===== src/banded_heat_cool_pid_macros.svh =====
// Assertion macros shared by the banded heat/cool controller RTL.
`ifndef BANDED_HEAT_COOL_PID_MACROS_SVH
`define BANDED_HEAT_COOL_PID_MACROS_SVH

`ifndef ASSERT_OFF

// Property must hold at every clock edge outside reset.
`define BHC_ASSERT(lbl, clk, rst, prop) \
   lbl: assert property (@(posedge clk) disable iff (rst) (prop)) \
      else $error("bhc assertion failed");

// Expression must never be true outside reset.
`define BHC_ASSERT_NEVER(lbl, clk, rst, expr) \
   lbl: assert property (@(posedge clk) disable iff (rst) !(expr)) \
      else $error("bhc forbidden condition seen");

`else

`define BHC_ASSERT(lbl, clk, rst, prop)
`define BHC_ASSERT_NEVER(lbl, clk, rst, expr)

`endif

`endif


===== src/bhc_pkg.sv =====
// Types, constants and microprogram of the banded heat/cool controller.
`default_nettype none

package bhc_pkg;

   // field widths
   localparam int TEMP_WIDTH     = 16;
   localparam int GAIN_FRAC_BITS = 8;
   localparam int GAIN_W         = 16;
   localparam int DUTY_W         = 10;
   localparam int BAND_W         = 3;
   localparam int PID_W          = 32;
   localparam int DIFF_W         = TEMP_WIDTH + 1;
   localparam int ERR_W          = 8;
   localparam int MUL_B_W        = ERR_W + 3;
   localparam int PROD_W         = GAIN_W + 1 + MUL_B_W;
   localparam int ACC_W          = PID_W;
   localparam int SUM_W          = ACC_W + 10;
   localparam int CSR_IDX_W      = 3;
   localparam int CSR_DATA_W     = 16;

   // control constants
   localparam int FULL_DUTY  = 1000;
   localparam int BAND_OUTER = 100;
   localparam int BAND_INNER = 20;
   localparam int HEAT_BASE  = 250;
   localparam int COOL_BASE  = 750;

   localparam logic signed [DIFF_W-1:0] D_OUTER_POS = DIFF_W'(BAND_OUTER);
   localparam logic signed [DIFF_W-1:0] D_OUTER_NEG = DIFF_W'(-BAND_OUTER);
   localparam logic signed [DIFF_W-1:0] D_INNER_POS = DIFF_W'(BAND_INNER);
   localparam logic signed [DIFF_W-1:0] D_INNER_NEG = DIFF_W'(-BAND_INNER);

   // reset values of the registers
   localparam logic [TEMP_WIDTH-1:0] SETPOINT_RST = TEMP_WIDTH'(2000);
   localparam logic [GAIN_W-1:0]     GAIN_P_RST   = GAIN_W'(2560);
   localparam logic [GAIN_W-1:0]     GAIN_I_RST   = GAIN_W'(128);
   localparam logic [GAIN_W-1:0]     GAIN_D_RST   = GAIN_W'(0);
   localparam logic [DUTY_W-1:0]     HOLD_RST     = DUTY_W'(100);

   // register indexes
   localparam logic [CSR_IDX_W-1:0] CSR_SETPOINT = 3'd0;
   localparam logic [CSR_IDX_W-1:0] CSR_GAIN_P   = 3'd1;
   localparam logic [CSR_IDX_W-1:0] CSR_GAIN_I   = 3'd2;
   localparam logic [CSR_IDX_W-1:0] CSR_GAIN_D   = 3'd3;
   localparam logic [CSR_IDX_W-1:0] CSR_HOLD     = 3'd4;

   typedef enum logic [BAND_W-1:0] {
      BAND_FULL_HEAT = 3'd0,
      BAND_FULL_COOL = 3'd1,
      BAND_PID_HEAT  = 3'd2,
      BAND_PID_COOL  = 3'd3,
      BAND_HOLD      = 3'd4
   } band_type;

   typedef struct packed {
      logic [TEMP_WIDTH-1:0] setpoint;
      logic [GAIN_W-1:0]     gain_p;
      logic [GAIN_W-1:0]     gain_i;
      logic [GAIN_W-1:0]     gain_d;
      logic [DUTY_W-1:0]     hold_cool_duty;
   } cfg_type;

   // microcode fields
   typedef enum logic [1:0] {MUL_NONE, MUL_P, MUL_I, MUL_D} mul_sel_type;
   typedef enum logic [1:0] {ACC_HOLD, ACC_LOAD, ACC_ADD} acc_op_type;
   typedef enum logic [1:0] {JC_NONE, JC_NO_REQ, JC_NOT_PID, JC_OUT_BUSY} jump_cond_type;

   localparam int UCODE_DEPTH = 6;
   localparam int PC_W        = $clog2(UCODE_DEPTH);

   localparam logic [PC_W-1:0] STEP_WAIT = 3'd0;
   localparam logic [PC_W-1:0] STEP_MULP = 3'd1;
   localparam logic [PC_W-1:0] STEP_MULI = 3'd2;
   localparam logic [PC_W-1:0] STEP_MULD = 3'd3;
   localparam logic [PC_W-1:0] STEP_DUTY = 3'd4;
   localparam logic [PC_W-1:0] STEP_OUT  = 3'd5;
   localparam logic [PC_W-1:0] STEP_LAST = STEP_OUT;

   typedef struct packed {
      logic          accept;
      mul_sel_type   mul_sel;
      acc_op_type    acc_op;
      logic          err_upd;
      logic          duty_en;
      logic          out_load;
      jump_cond_type jump_cond;
      logic [PC_W-1:0] target;
   } ucode_word_type;

   // status fed back to the sequencer for its jumps
   typedef struct packed {
      logic req_valid;
      logic pid_band;
      logic out_busy;
   } seq_status_type;

   localparam ucode_word_type UCODE_ROM [UCODE_DEPTH] = '{
      // wait for a sample, latch the error
      '{accept: 1'b1, mul_sel: MUL_NONE, acc_op: ACC_HOLD, err_upd: 1'b0,
        duty_en: 1'b0, out_load: 1'b0, jump_cond: JC_NO_REQ, target: STEP_WAIT},
      // Kp * (e - last); bands without PID skip to the duty step
      '{accept: 1'b0, mul_sel: MUL_P, acc_op: ACC_LOAD, err_upd: 1'b0,
        duty_en: 1'b0, out_load: 1'b0, jump_cond: JC_NOT_PID, target: STEP_DUTY},
      // + Ki * e
      '{accept: 1'b0, mul_sel: MUL_I, acc_op: ACC_ADD, err_upd: 1'b0,
        duty_en: 1'b0, out_load: 1'b0, jump_cond: JC_NONE, target: STEP_WAIT},
      // + Kd * (e - 2 last + prior), shift error history
      '{accept: 1'b0, mul_sel: MUL_D, acc_op: ACC_ADD, err_upd: 1'b1,
        duty_en: 1'b0, out_load: 1'b0, jump_cond: JC_NONE, target: STEP_WAIT},
      // base + 250 * value
      '{accept: 1'b0, mul_sel: MUL_NONE, acc_op: ACC_HOLD, err_upd: 1'b0,
        duty_en: 1'b1, out_load: 1'b0, jump_cond: JC_NONE, target: STEP_WAIT},
      // saturate and hand to the output register, wait while it is full
      '{accept: 1'b0, mul_sel: MUL_NONE, acc_op: ACC_HOLD, err_upd: 1'b0,
        duty_en: 1'b0, out_load: 1'b1, jump_cond: JC_OUT_BUSY, target: STEP_OUT}
   };

endpackage

`default_nettype wire


===== src/banded_heat_cool_pid.sv =====
// Top level of the banded heat/cool temperature controller.
//
// Usage:
//   req_*  : one temperature sample per transfer (tdata[15:0], 0.01 degree).
//   rsp_*  : one result per sample; tdata carries heat duty, cool duty and
//            the PID term, tuser the band code.
//   csr_*  : register writes (setpoint, three gains, hold cooling duty),
//            always ready; write only while no sample is in flight.
// Sequencing: a sample in a PID band passes the wait, P, I, D, duty and
//   output steps; other bands jump from the P step to the duty step.
// One sample is taken at a time, the next only once the sequencer is back
//   at its wait step. The six-step microprogram uses a single shared
//   multiplier that forms the P, I and D products one after the other.
// Reset: step counter to the wait step, registers to their defaults, error
//   history to zero, output register empty.
// Stall: the result sits in the output register; the next sample is taken
//   and computed meanwhile, and the sequencer holds at its output step
//   until the register frees.
`default_nettype none
`include "banded_heat_cool_pid_macros.svh"

module banded_heat_cool_pid (
   input  wire         clock,
   input  wire         reset,
   // sample in: [15:0] measured_temp
   input  wire         req_tvalid,
   output logic        req_tready,
   input  wire  [15:0] req_tdata,
   // result: [9:0] heat_duty, [19:10] cool_duty, [51:20] pid_value, rest zero
   output logic        rsp_tvalid,
   input  wire         rsp_tready,
   output logic [55:0] rsp_tdata,
   // result kind: [2:0] band
   output logic [2:0]  rsp_tuser,
   // register writes
   input  wire         csr_valid,
   output logic        csr_ready,
   input  wire  [2:0]  csr_index,
   input  wire  [15:0] csr_wdata
);

   bhc_pkg::cfg_type          cfg_ff, cfg_in;
   bhc_pkg::ucode_word_type   ctl;
   bhc_pkg::seq_status_type   status;

   logic                          req_take;
   logic                          csr_take;
   logic                          pid_band;
   logic                          out_busy;
   logic                          rsp_load;
   logic [bhc_pkg::DUTY_W-1:0]    heat_duty, cool_duty;
   logic [bhc_pkg::BAND_W-1:0]    band;
   logic [bhc_pkg::PID_W-1:0]     pid_value;

   logic                          rsp_valid_ff, rsp_valid_in;
   logic [bhc_pkg::DUTY_W-1:0]    heat_ff, cool_ff;
   logic [bhc_pkg::BAND_W-1:0]    band_ff;
   logic [bhc_pkg::PID_W-1:0]     pid_ff;

   // ---- register file ----
   assign csr_ready = 1'b1;
   assign csr_take  = csr_valid && csr_ready;

   always_comb begin
      cfg_in = cfg_ff;
      if (csr_take) begin
         unique case (csr_index)
            bhc_pkg::CSR_SETPOINT: cfg_in.setpoint       = csr_wdata;
            bhc_pkg::CSR_GAIN_P:   cfg_in.gain_p         = csr_wdata;
            bhc_pkg::CSR_GAIN_I:   cfg_in.gain_i         = csr_wdata;
            bhc_pkg::CSR_GAIN_D:   cfg_in.gain_d         = csr_wdata;
            bhc_pkg::CSR_HOLD:     cfg_in.hold_cool_duty = csr_wdata[bhc_pkg::DUTY_W-1:0];
            default:               cfg_in = cfg_ff;   // unmapped index, write dropped
         endcase
      end
   end

   always_ff @(posedge clock) begin
      if (reset) begin
         cfg_ff.setpoint       <= bhc_pkg::SETPOINT_RST;
         cfg_ff.gain_p         <= bhc_pkg::GAIN_P_RST;
         cfg_ff.gain_i         <= bhc_pkg::GAIN_I_RST;
         cfg_ff.gain_d         <= bhc_pkg::GAIN_D_RST;
         cfg_ff.hold_cool_duty <= bhc_pkg::HOLD_RST;
      end else begin
         cfg_ff <= cfg_in;
      end
   end

   // ---- control ----
   assign req_tready = ctl.accept;
   assign req_take   = req_tvalid && req_tready;
   assign out_busy   = rsp_valid_ff && !rsp_tready;

   assign status.req_valid = req_tvalid;
   assign status.pid_band  = pid_band;
   assign status.out_busy  = out_busy;

   bhc_sequencer u_seq (
      .clock  (clock),
      .reset  (reset),
      .status (status),
      .ctl    (ctl)
   );

   bhc_datapath u_dp (
      .clock     (clock),
      .reset     (reset),
      .ctl       (ctl),
      .cfg       (cfg_ff),
      .req_take  (req_take),
      .req_temp  (req_tdata[bhc_pkg::TEMP_WIDTH-1:0]),
      .pid_band  (pid_band),
      .heat_duty (heat_duty),
      .cool_duty (cool_duty),
      .band      (band),
      .pid_value (pid_value)
   );

   // ---- output register: loads when empty or emptied this cycle ----
   assign rsp_load = ctl.out_load && !out_busy;

   always_comb begin
      if (rsp_load) begin
         rsp_valid_in = 1'b1;
      end else if (rsp_tready) begin
         rsp_valid_in = 1'b0;
      end else begin
         rsp_valid_in = rsp_valid_ff;
      end
   end

   always_ff @(posedge clock) begin
      if (reset) begin
         rsp_valid_ff <= 1'b0;
      end else begin
         rsp_valid_ff <= rsp_valid_in;
      end
   end

   always_ff @(posedge clock) begin
      if (rsp_load) begin
         heat_ff <= heat_duty;
         cool_ff <= cool_duty;
         band_ff <= band;
         pid_ff  <= pid_value;
      end
   end

   assign rsp_tvalid = rsp_valid_ff;
   assign rsp_tdata  = {4'b0, pid_ff, cool_ff, heat_ff};
   assign rsp_tuser  = band_ff;

   // ---- checks ----
   `BHC_ASSERT(a_duty_range, clock, reset, rsp_valid_ff |-> (heat_ff <= 10'd1000 && cool_ff <= 10'd1000))
   `BHC_ASSERT(a_pid_zero_outside, clock, reset, (rsp_valid_ff && band_ff != bhc_pkg::BAND_PID_HEAT && band_ff != bhc_pkg::BAND_PID_COOL) |-> (pid_ff == '0))
   `BHC_ASSERT(a_one_sample_at_a_time, clock, reset, req_take |=> !req_tready)

endmodule

`default_nettype wire


===== src/bhc_sequencer.sv =====
// Microcode sequencer: step counter, control store lookup and jumps.
`default_nettype none

module bhc_sequencer (
   input  wire                       clock,
   input  wire                       reset,
   input  bhc_pkg::seq_status_type   status,
   output bhc_pkg::ucode_word_type   ctl
);

   logic [bhc_pkg::PC_W-1:0] pc_ff;
   logic [bhc_pkg::PC_W-1:0] pc_in;
   logic                     taken;

   assign ctl = bhc_pkg::UCODE_ROM[pc_ff];

   always_comb begin
      unique case (ctl.jump_cond)
         bhc_pkg::JC_NONE:     taken = 1'b0;
         bhc_pkg::JC_NO_REQ:   taken = !status.req_valid;
         bhc_pkg::JC_NOT_PID:  taken = !status.pid_band;
         bhc_pkg::JC_OUT_BUSY: taken = status.out_busy;
         default:              taken = 1'b0;
      endcase
   end

   always_comb begin
      if (taken) begin
         pc_in = ctl.target;
      end else if (pc_ff == bhc_pkg::STEP_LAST) begin
         pc_in = bhc_pkg::STEP_WAIT;
      end else begin
         pc_in = pc_ff + 1'b1;
      end
   end

   always_ff @(posedge clock) begin
      if (reset) begin
         pc_ff <= bhc_pkg::STEP_WAIT;
      end else begin
         pc_ff <= pc_in;
      end
   end

endmodule

`default_nettype wire


===== src/bhc_datapath.sv =====
// Datapath: error, band select, shared PID multiplier, duty saturation.
`default_nettype none

module bhc_datapath (
   input  wire                                clock,
   input  wire                                reset,
   input  bhc_pkg::ucode_word_type            ctl,
   input  bhc_pkg::cfg_type                   cfg,
   input  wire                                req_take,
   input  wire  [bhc_pkg::TEMP_WIDTH-1:0]     req_temp,
   output logic                               pid_band,
   output logic [bhc_pkg::DUTY_W-1:0]         heat_duty,
   output logic [bhc_pkg::DUTY_W-1:0]         cool_duty,
   output logic [bhc_pkg::BAND_W-1:0]         band,
   output logic [bhc_pkg::PID_W-1:0]          pid_value
);

   localparam int TW  = bhc_pkg::TEMP_WIDTH;
   localparam int EW  = bhc_pkg::ERR_W;
   localparam int BW  = bhc_pkg::MUL_B_W;
   localparam int PW  = bhc_pkg::PROD_W;
   localparam int AW  = bhc_pkg::ACC_W;
   localparam int SW  = bhc_pkg::SUM_W;
   localparam int GFB = bhc_pkg::GAIN_FRAC_BITS;
   localparam int QW  = SW - GFB;

   logic signed [bhc_pkg::DIFF_W-1:0] d_ff, d_in;
   logic [EW-1:0]          last_ff, last_in, prior_ff, prior_in;
   logic signed [AW-1:0]   acc_ff, acc_in;
   logic signed [SW-1:0]   sum_ff, sum_in;

   bhc_pkg::band_type      band_sel;
   logic signed [BW-1:0]   e_x, l_x, p_x, diff_p, diff_d, mul_b;
   logic [bhc_pkg::GAIN_W-1:0] mul_a;
   logic signed [PW-1:0]   prod;
   logic signed [AW-1:0]   prod_x;
   logic signed [SW-1:0]   acc_x, base_x;
   logic [QW-1:0]          quot;
   logic [bhc_pkg::DUTY_W-1:0] pid_duty, hold_duty;

   // error d = setpoint - measured, one bit wider than a temperature
   assign d_in = $signed({cfg.setpoint[TW-1], cfg.setpoint})
               - $signed({req_temp[TW-1], req_temp});

   always_comb begin
      if (d_ff > bhc_pkg::D_OUTER_POS) begin
         band_sel = bhc_pkg::BAND_FULL_HEAT;
      end else if (d_ff < bhc_pkg::D_OUTER_NEG) begin
         band_sel = bhc_pkg::BAND_FULL_COOL;
      end else if (d_ff >= bhc_pkg::D_INNER_POS) begin
         band_sel = bhc_pkg::BAND_PID_HEAT;
      end else if (d_ff <= bhc_pkg::D_INNER_NEG) begin
         band_sel = bhc_pkg::BAND_PID_COOL;
      end else begin
         band_sel = bhc_pkg::BAND_HOLD;
      end
   end

   assign pid_band = (band_sel == bhc_pkg::BAND_PID_HEAT)
                  || (band_sel == bhc_pkg::BAND_PID_COOL);

   // error terms; in the PID bands e lies within +-100 and fits 8 bits
   assign e_x    = $signed({{(BW-EW){d_ff[EW-1]}}, d_ff[EW-1:0]});
   assign l_x    = $signed({{(BW-EW){last_ff[EW-1]}}, last_ff});
   assign p_x    = $signed({{(BW-EW){prior_ff[EW-1]}}, prior_ff});
   assign diff_p = e_x - l_x;
   assign diff_d = e_x - (l_x <<< 1) + p_x;

   always_comb begin
      case (ctl.mul_sel)
         bhc_pkg::MUL_P: begin
            mul_a = cfg.gain_p;
            mul_b = diff_p;
         end
         bhc_pkg::MUL_I: begin
            mul_a = cfg.gain_i;
            mul_b = e_x;
         end
         bhc_pkg::MUL_D: begin
            mul_a = cfg.gain_d;
            mul_b = diff_d;
         end
         default: begin
            mul_a = '0;
            mul_b = '0;
         end
      endcase
   end

   assign prod   = $signed({1'b0, mul_a}) * mul_b;
   assign prod_x = $signed({{(AW-PW){prod[PW-1]}}, prod});

   always_comb begin
      case (ctl.acc_op)
         bhc_pkg::ACC_LOAD: acc_in = prod_x;
         bhc_pkg::ACC_ADD:  acc_in = acc_ff + prod_x;
         default:           acc_in = acc_ff;
      endcase
   end

   // base << frac + 250 * value, the 250 as 256 - 4 - 2
   assign acc_x  = $signed({{(SW-AW){acc_ff[AW-1]}}, acc_ff});
   assign base_x = (band_sel == bhc_pkg::BAND_PID_HEAT)
                 ? (SW'(bhc_pkg::HEAT_BASE) <<< GFB)
                 : (SW'(bhc_pkg::COOL_BASE) <<< GFB);
   assign sum_in = ctl.duty_en
                 ? base_x + (acc_x <<< 8) - (acc_x <<< 2) - (acc_x <<< 1)
                 : sum_ff;

   always_comb begin
      last_in  = last_ff;
      prior_in = prior_ff;
      if (ctl.err_upd) begin
         prior_in = last_ff;
         last_in  = d_ff[EW-1:0];
      end
   end

   always_ff @(posedge clock) begin
      if (reset) begin
         last_ff  <= '0;
         prior_ff <= '0;
      end else begin
         last_ff  <= last_in;
         prior_ff <= prior_in;
      end
   end

   always_ff @(posedge clock) begin
      if (req_take) begin
         d_ff <= d_in;
      end
      acc_ff <= acc_in;
      sum_ff <= sum_in;
   end

   // truncate, then clamp to 0..1000
   assign quot = sum_ff[SW-1:GFB];
   always_comb begin
      if (sum_ff[SW-1]) begin
         pid_duty = '0;
      end else if (quot > QW'(bhc_pkg::FULL_DUTY)) begin
         pid_duty = bhc_pkg::DUTY_W'(bhc_pkg::FULL_DUTY);
      end else begin
         pid_duty = quot[bhc_pkg::DUTY_W-1:0];
      end
   end

   assign hold_duty = (cfg.hold_cool_duty > bhc_pkg::DUTY_W'(bhc_pkg::FULL_DUTY))
                    ? bhc_pkg::DUTY_W'(bhc_pkg::FULL_DUTY) : cfg.hold_cool_duty;

   always_comb begin
      heat_duty = '0;
      cool_duty = '0;
      pid_value = '0;
      unique case (band_sel)
         bhc_pkg::BAND_FULL_HEAT: heat_duty = bhc_pkg::DUTY_W'(bhc_pkg::FULL_DUTY);
         bhc_pkg::BAND_FULL_COOL: cool_duty = bhc_pkg::DUTY_W'(bhc_pkg::FULL_DUTY);
         bhc_pkg::BAND_PID_HEAT: begin
            heat_duty = pid_duty;
            pid_value = acc_ff;
         end
         bhc_pkg::BAND_PID_COOL: begin
            cool_duty = pid_duty;
            pid_value = acc_ff;
         end
         bhc_pkg::BAND_HOLD:      cool_duty = hold_duty;
         default: begin
            heat_duty = '0;
         end
      endcase
   end

   assign band = band_sel;

endmodule

`default_nettype wire


===== config.mk =====
export PLATFORM = sky130hd
export DESIGN_NAME = banded_heat_cool_pid
export DESIGN_NICKNAME = d
export VERILOG_FILES = /design/src/bhc_pkg.sv /design/src/banded_heat_cool_pid.sv /design/src/bhc_sequencer.sv /design/src/bhc_datapath.sv
export VERILOG_INCLUDE_DIRS = /design/src /design/src/src
export SDC_FILE = /design/constraint.sdc
export NUM_CORES = 1
export LEC_CHECK = 0
export BUFFER_PORTS_ARGS = -buffer_cell sky130_fd_sc_hd__buf_2
export CAP_MARGIN = 10
export CELL_PAD_IN_SITES_DETAIL_PLACEMENT = 0
export CELL_PAD_IN_SITES_GLOBAL_PLACEMENT = 2
export CORE_ASPECT_RATIO = 0.5
export CORE_MARGIN = 2
export CORE_UTILIZATION = 37
export DETAILED_ROUTE_END_ITERATION = 6
export PLACE_DENSITY = 0.82
export SYNTH_ARGS = -nofsm -noshare
export SYNTH_HDL_FRONTEND = slang
export SYNTH_HIERARCHICAL = 1
export SYNTH_SLANG_ARGS = --single-unit

===== constraint.sdc =====
create_clock -name clock -period 8.8 [get_ports clock]
set_input_delay 1.76 -clock clock [delete_from_list [all_inputs] [get_ports clock]]
set_output_delay 1.76 -clock clock [all_outputs]
set_load 0.005 [all_outputs]

# --- Yosys cells after proc, flatten, opt, wreduce, memory -nomap -nowiden ---
# Memories as Yosys holds them, arrays and structs flattened.
# Cells that the tools add are included.
classes:
  n_reduce_logical: 19
  mul: 1
  n_mux: 20
  order_cmp: 7
  eq_ne: 17
  n_addsub: 9
  bitwise: 1
op_table:
  columns: ["operator", "count"]
  rows:
  - ["32-bit one-hot mux with 2 select lines", 1]
  - ["16-bit one-hot mux with 3 select lines", 1]
  - ["42-bit by 33-bit subtractor with 42-bit output", 1]
  - ["42-bit by 34-bit subtractor with 42-bit output", 1]
  - ["19-bit by 40-bit adder with 41-bit output", 1]
  - ["34-bit by 10-bit > comparator with 1-bit output (second input constant)", 1]
  - ["11-bit one-hot mux with 3 select lines", 1]
  - ["32-bit by 28-bit adder with 32-bit output", 1]
  - ["10-bit two-way mux", 3]
  - ["10-bit one-hot mux with 3 select lines", 1]
  - ["17-bit by 11-bit multiplier with 28-bit output", 1]
  - ["13-bit two-way mux", 2]
  - ["10-bit one-hot mux with 2 select lines", 1]
  - ["18-bit two-way mux", 1]
  - ["3-bit two-way mux", 6]
  - ["17-bit by 6-bit >= comparator with 1-bit output (second input constant)", 1]
  - ["17-bit by 8-bit > comparator with 1-bit output (second input constant)", 1]
  - ["17-bit by 6-bit less-or-equal comparator with 1-bit output (second input constant)", 1]
  - ["17-bit by 8-bit less-than comparator with 1-bit output (second input constant)", 1]
  - ["16-bit by 16-bit subtractor with 17-bit output", 1]
  - ["3-bit by 2-bit equality test with 1-bit output (second input constant)", 4]
  - ["10-bit by 8-bit adder with 11-bit output", 1]
  - ["2-bit equality test (second input constant)", 5]
  - ["10-bit > comparator (second input constant)", 1]
  - ["18 further kinds", 35]
word_totals:
  ff_bits: 240
  mem_bits_ro: 104
  output_inout_bits: 62
  input_bits: 40
  elab_cells: 91
  memories: 1
memory_table:
  columns: ["memory", "depth", "width", "rd", "rd_ports_with_merged_regs", "write_ports", "line", "rtl"]
  rows:
  - ["(no name shown)", 8, 13, 1, 0, 0, "bhc_sequencer.sv:15", "assign ctl = bhc_pkg::UCODE_ROM[pc_ff];"]

# --- Longest topological paths before layout ---
logic_depth:
  depth_word: 10
  ltp_mapped: 43
  mapped_depth_nobuf: 42

# --- Hierarchy ---
# Netlist, hierarchy kept.
by_module_without_submodules:
  columns: ["module", "cells_per_inst", "area_per_inst_um2", "seq_area_each_um2", "n_inst"]
  rows:
  - ["bhc_datapath", 1899, 16689.8, 2812.7, 1]
  - ["banded_heat_cool_pid", 342, 4715.8, 3153.0, 1]
  - ["bhc_sequencer", 41, 345.3, 60.1, 1]

# --- Worst setup path before layout ---
# Ideal clock, no wire load.
synth_path:
  kind: "flip-flop to flip-flop"
  from: "reg u_dp/d_ff[2] (netlist name)"
  to: "reg u_dp.acc_ff[31], data pin"
  n_path_buf: 3
  path_stages_with_launch: 43
  arrival_ns: 9.067
  setup_ns: 0.259
  synth_period_minus_slack_ns: 9.326
  required_time_ns: 8.541
  path_slack_ns: -0.526
  cell_sequence: "edfxtp_1 inv_1 fa_1 inv_1 ha_1 a21oi_1 o21bai_1 a21oi_1 o21bai_1 a21oi_1 o21bai_1 a21o_1 clkbuf_1 clkbuf_1 nand3_1 o311ai_0 fa_1 inv_1 [7 not listed] ha_1 clkbuf_1 a21o_1 a21oi_1 o21ai_0 o41ai_2 nor2_1 nor2_1 xnor2_1 ha_1 a21o_1 a21oi_1 a21boi_0 a21oi_1 a221oi_2 a211oi_1 o211a_1 xnor2_1"
synth_between:
  elab_chain_len: 6
synth_lines:
  columns: ["item", "line", "rtl"]
  rows:
  - ["start: declaration", "bhc_datapath.sv:27", "logic signed [bhc_pkg::DIFF_W-1:0] d_ff, d_in;"]
  - ["start signal: assignment", "bhc_datapath.sv:131", "d_ff <= d_in;"]
  - ["8-bit by 9-bit subtractor with 10-bit output", "bhc_datapath.sv:67", "assign diff_d = e_x - (l_x <<< 1) + p_x;"]
  - ["10-bit by 8-bit adder with 11-bit output", "bhc_datapath.sv:67", null]
  - ["11-bit one-hot mux with 3 select lines *", "bhc_datapath.sv:70", "case (ctl.mul_sel)"]
  - ["17-bit by 11-bit multiplier with 28-bit output *", "bhc_datapath.sv:90", "assign prod = $signed({1'b0, mul_a}) * mul_b;"]
  - ["32-bit by 28-bit adder with 32-bit output", "bhc_datapath.sv:96", "bhc_pkg::ACC_ADD: acc_in = acc_ff + prod_x;"]
  - ["32-bit one-hot mux with 2 select lines *", "bhc_datapath.sv:94", "case (ctl.acc_op)"]
  - ["net u_dp.acc_in[31]", "bhc_datapath.sv:29", "logic signed [AW-1:0] acc_ff, acc_in;"]
  - ["end signal: assignment", "bhc_datapath.sv:133", "acc_ff <= acc_in;"]
  - ["end: declaration", "bhc_datapath.sv:29", null]
# The timed path passes the listed nets; every way through them passes the cells marked *.
# A chain may end at the register's enable or synchronous reset.

# --- Final worst setup path ---
layout_path:
  from: "reg u_dp.prior_ff[2]"
  to: "reg u_dp.acc_ff[28], data pin"
layout_between:
  elab_chain_len: 5
layout_lines:
  columns: ["item", "line", "rtl"]
  rows:
  - ["start: declaration", "bhc_datapath.sv:28", "logic [EW-1:0] last_ff, last_in, prior_ff, prior_in;"]
  - ["start signal: assignment", "bhc_datapath.sv:125", "prior_ff <= prior_in;"]
  - ["10-bit by 8-bit adder with 11-bit output *", "bhc_datapath.sv:67", null]
  - ["11-bit one-hot mux with 3 select lines *", "bhc_datapath.sv:70", null]
  - ["17-bit by 11-bit multiplier with 28-bit output *", "bhc_datapath.sv:90", null]
  - ["32-bit by 28-bit adder with 32-bit output", "bhc_datapath.sv:96", null]
  - ["32-bit one-hot mux with 2 select lines *", "bhc_datapath.sv:94", null]
  - ["net u_dp.acc_in[28]", "bhc_datapath.sv:29", null]
# Marked as above.

==> impl_metrics.ini <==
[run_status]
status = finished, violations left
violations = setup timing

[timing]
clock-skew-final_ns = 0.0198
worstMarginPinSlew_ns = 1.14
rsz0062_at_grt = true
setup_slack_ns = -0.0597
max_slew_margin_pct = 24.1
holdWs_ns = 0.469
setup_viol = 4
finalCritPeriodShare_pct = 101
final.setup.tns_ns = -0.150
slew_viol_final = 0
fin_crit_ns = 8.86
clock.fmax_ghz = 0.113
hold_viol = 0

[finish]
fin_nets = 3006
fillCellCount = 5582
drive_gt1_share_pct = 22.5
layout.cells.most_common = inv_1
num_antenna_cells = 0
mostFrequentLayoutCells = inv_1, buf_4, ha_1, nor2_1, fa_1
fin_cells = 3360
areaGrowthSynthToFinish_pct = 20.7

[clocking]
path_clk_slew_ns = 0.06
clk_latency_ns = 0.56
cts_hold_buf = 0
clk_path_buf_depth = 3
clockRootBuffer = clkbuf_16
htree_num_levels = 1
cts_buffers = 26
tritoncts = built
cts_sinks = 232

[power_and_ir_drop]
combPwrFrac_pct = 72.7
swShare_pct = 46.0
leakagePower_nw = 12.1
p_per_area_mw_per_mm2 = 428
ir_drop_v = 0.000296
p_clk_share_pct = 9.6
report.power.total_w = 0.0112
seq_power_share_pct = 17.8
power.switching_w = 0.00516
power.internal_w = 0.00606

[placed_design]
preCtsSetupSlack_ns = -0.594
gp_congestion = 0.881
dpl.hpwl_microns = 47300
port_buffers = 96
dpl.cell_count = 3280

[critical_path]
required_ns = 9.12
crit_fanout = 5
worstPathArrival_ns = 9.18
start_kind = flip-flop
slowest_stage = fa_1
r2r_cells = 40
worstSetupPathType = reg2reg
critical-path-max-stage-delay_ns = 0.55
crit_top_cell = fa_1
cp-end-kind = flip-flop

[floorplan]
io_pins = 102
die_y_microns = 175
die_w_microns = 347
dieArea_sq_mm = 0.0608
rows = 62
initial_core_util_pct = 37.6
coreArea_sq_mm = 0.0577

[route]
routed_wl_microns = 59800
drt_iter0_drc = 1113
via_per_inst = 4.99
postRouteAntennaNets = 0
vias = 16800
wl_per_cell_microns = 17.8
firstDrtPassIters = 5
drc_errors = 0

[grt]
grt_pass1_vias = 16800
grtUsageMet3_pct = 2.95
grt_use_met2_pct = 30.5
top_usage_layer = met2
grt_pass1_wl_microns = 95100
grt_max_degree = 121
overflow = 0
grt_usage_pct = 19.8
antenna_found_initial = 1
met1_usage_pct = 29.7

[synth]
syn_inst = 2278
syn_avg_cell_area_sq_um = 9.54
synth_area_sq_mm = 0.0217
ys_warn_count = 6

[flow_run]
maxCapViolCount = 0

[min_path]
hp-class = reg2reg
worst_hold_path.num_cells = 2
==> timing repair <==
item,in CTS,in global routing
setup endpoints to repair,15,17
resized for setup,72,69
setup buffers,14,21
pin swaps,87,45
==> metal layers <==
layer  share of wire (%)  up-vias
met3                 4.2       55
met5                   0        -
met1                  51     8109
met4                 1.6        0
li1                    -     8335
met2                  44      272
==> through the flow <==
stage | util [%] | instance area [sq um]
CTS | 44.7 | 25800
global placement | 42.6 | 24600
global route | 45.4 | 26200
finish | 45.4 | 26200
detailed placement | 42.6 | 24600
floorplan | - | 21900
==> worst max-delay path, delay by kind of cell, from the launching register on <==
family                   cells  cell delay [ns]
buffers and inverters       10             0.89
flip-flops                   1             0.33
XOR/XNOR                     2             0.21
AO/OA/AOI/OAI               12             2.36
AND/OR/NAND/NOR              7             1.13
adder cells (fa/ha/maj)      9             3.69
==> area by class of cell <==
class | instances | area, sq um | area share (%)
Multi-Input combinational cell | 1661 | 14900 | 56.7
Sequential cell | 232 | 6030 | 23.0
Timing Repair Buffer | 342 | 2390 | 9.13
Inverter | 310 | 1160 | 4.44
Tap cell | 768 | 961 | 3.66
Clock buffer | 34 | 723 | 2.76
Clock inverter | 13 | 96.3 | 0.367
==> state kept, by name, indices dropped and copies added (netlist names), 8 cells and up <==
| name | flops |
|---|---|
| cfg_ff | 74 |
| u_dp/sum_ff | 34 |
| pid_ff | 32 |
| u_dp/acc_ff | 32 |
| u_dp/d_ff | 17 |
| cool_ff | 10 |
| heat_ff | 10 |
| u_dp/last_ff | 8 |
| u_dp/prior_ff | 8 |
==> path summary, 6_finish.rpt <==
| kind | startpoint | to | slack (ns) |
|---|---|---|---|
| hold / removal | cfg_ff[55] | cfg_ff[55] | 0.47 |
| setup / recovery | u_dp/prior_ff[2] | u_dp/acc_ff[28] | -0.06 |
| hold reg to reg | cfg_ff[55] | cfg_ff[55] | 0.47 |
| setup reg to reg | u_dp/prior_ff[2] | u_dp/acc_ff[28] | -0.06 |
==> power by group through the flow <==
stage	Combinational (W)	Sequential, W	Clock, W
global placement	0.00752	0.00202	0
detailed placement	0.00756	0.00202	0
floorplan	0.00537	0.00191	0
global route	0.00913	0.00202	0.00115
CTS	0.00787	0.00200	0.00110
finish	0.00816	0.00199	0.00107
No activity file was read; power rests on OpenSTA's default activity.
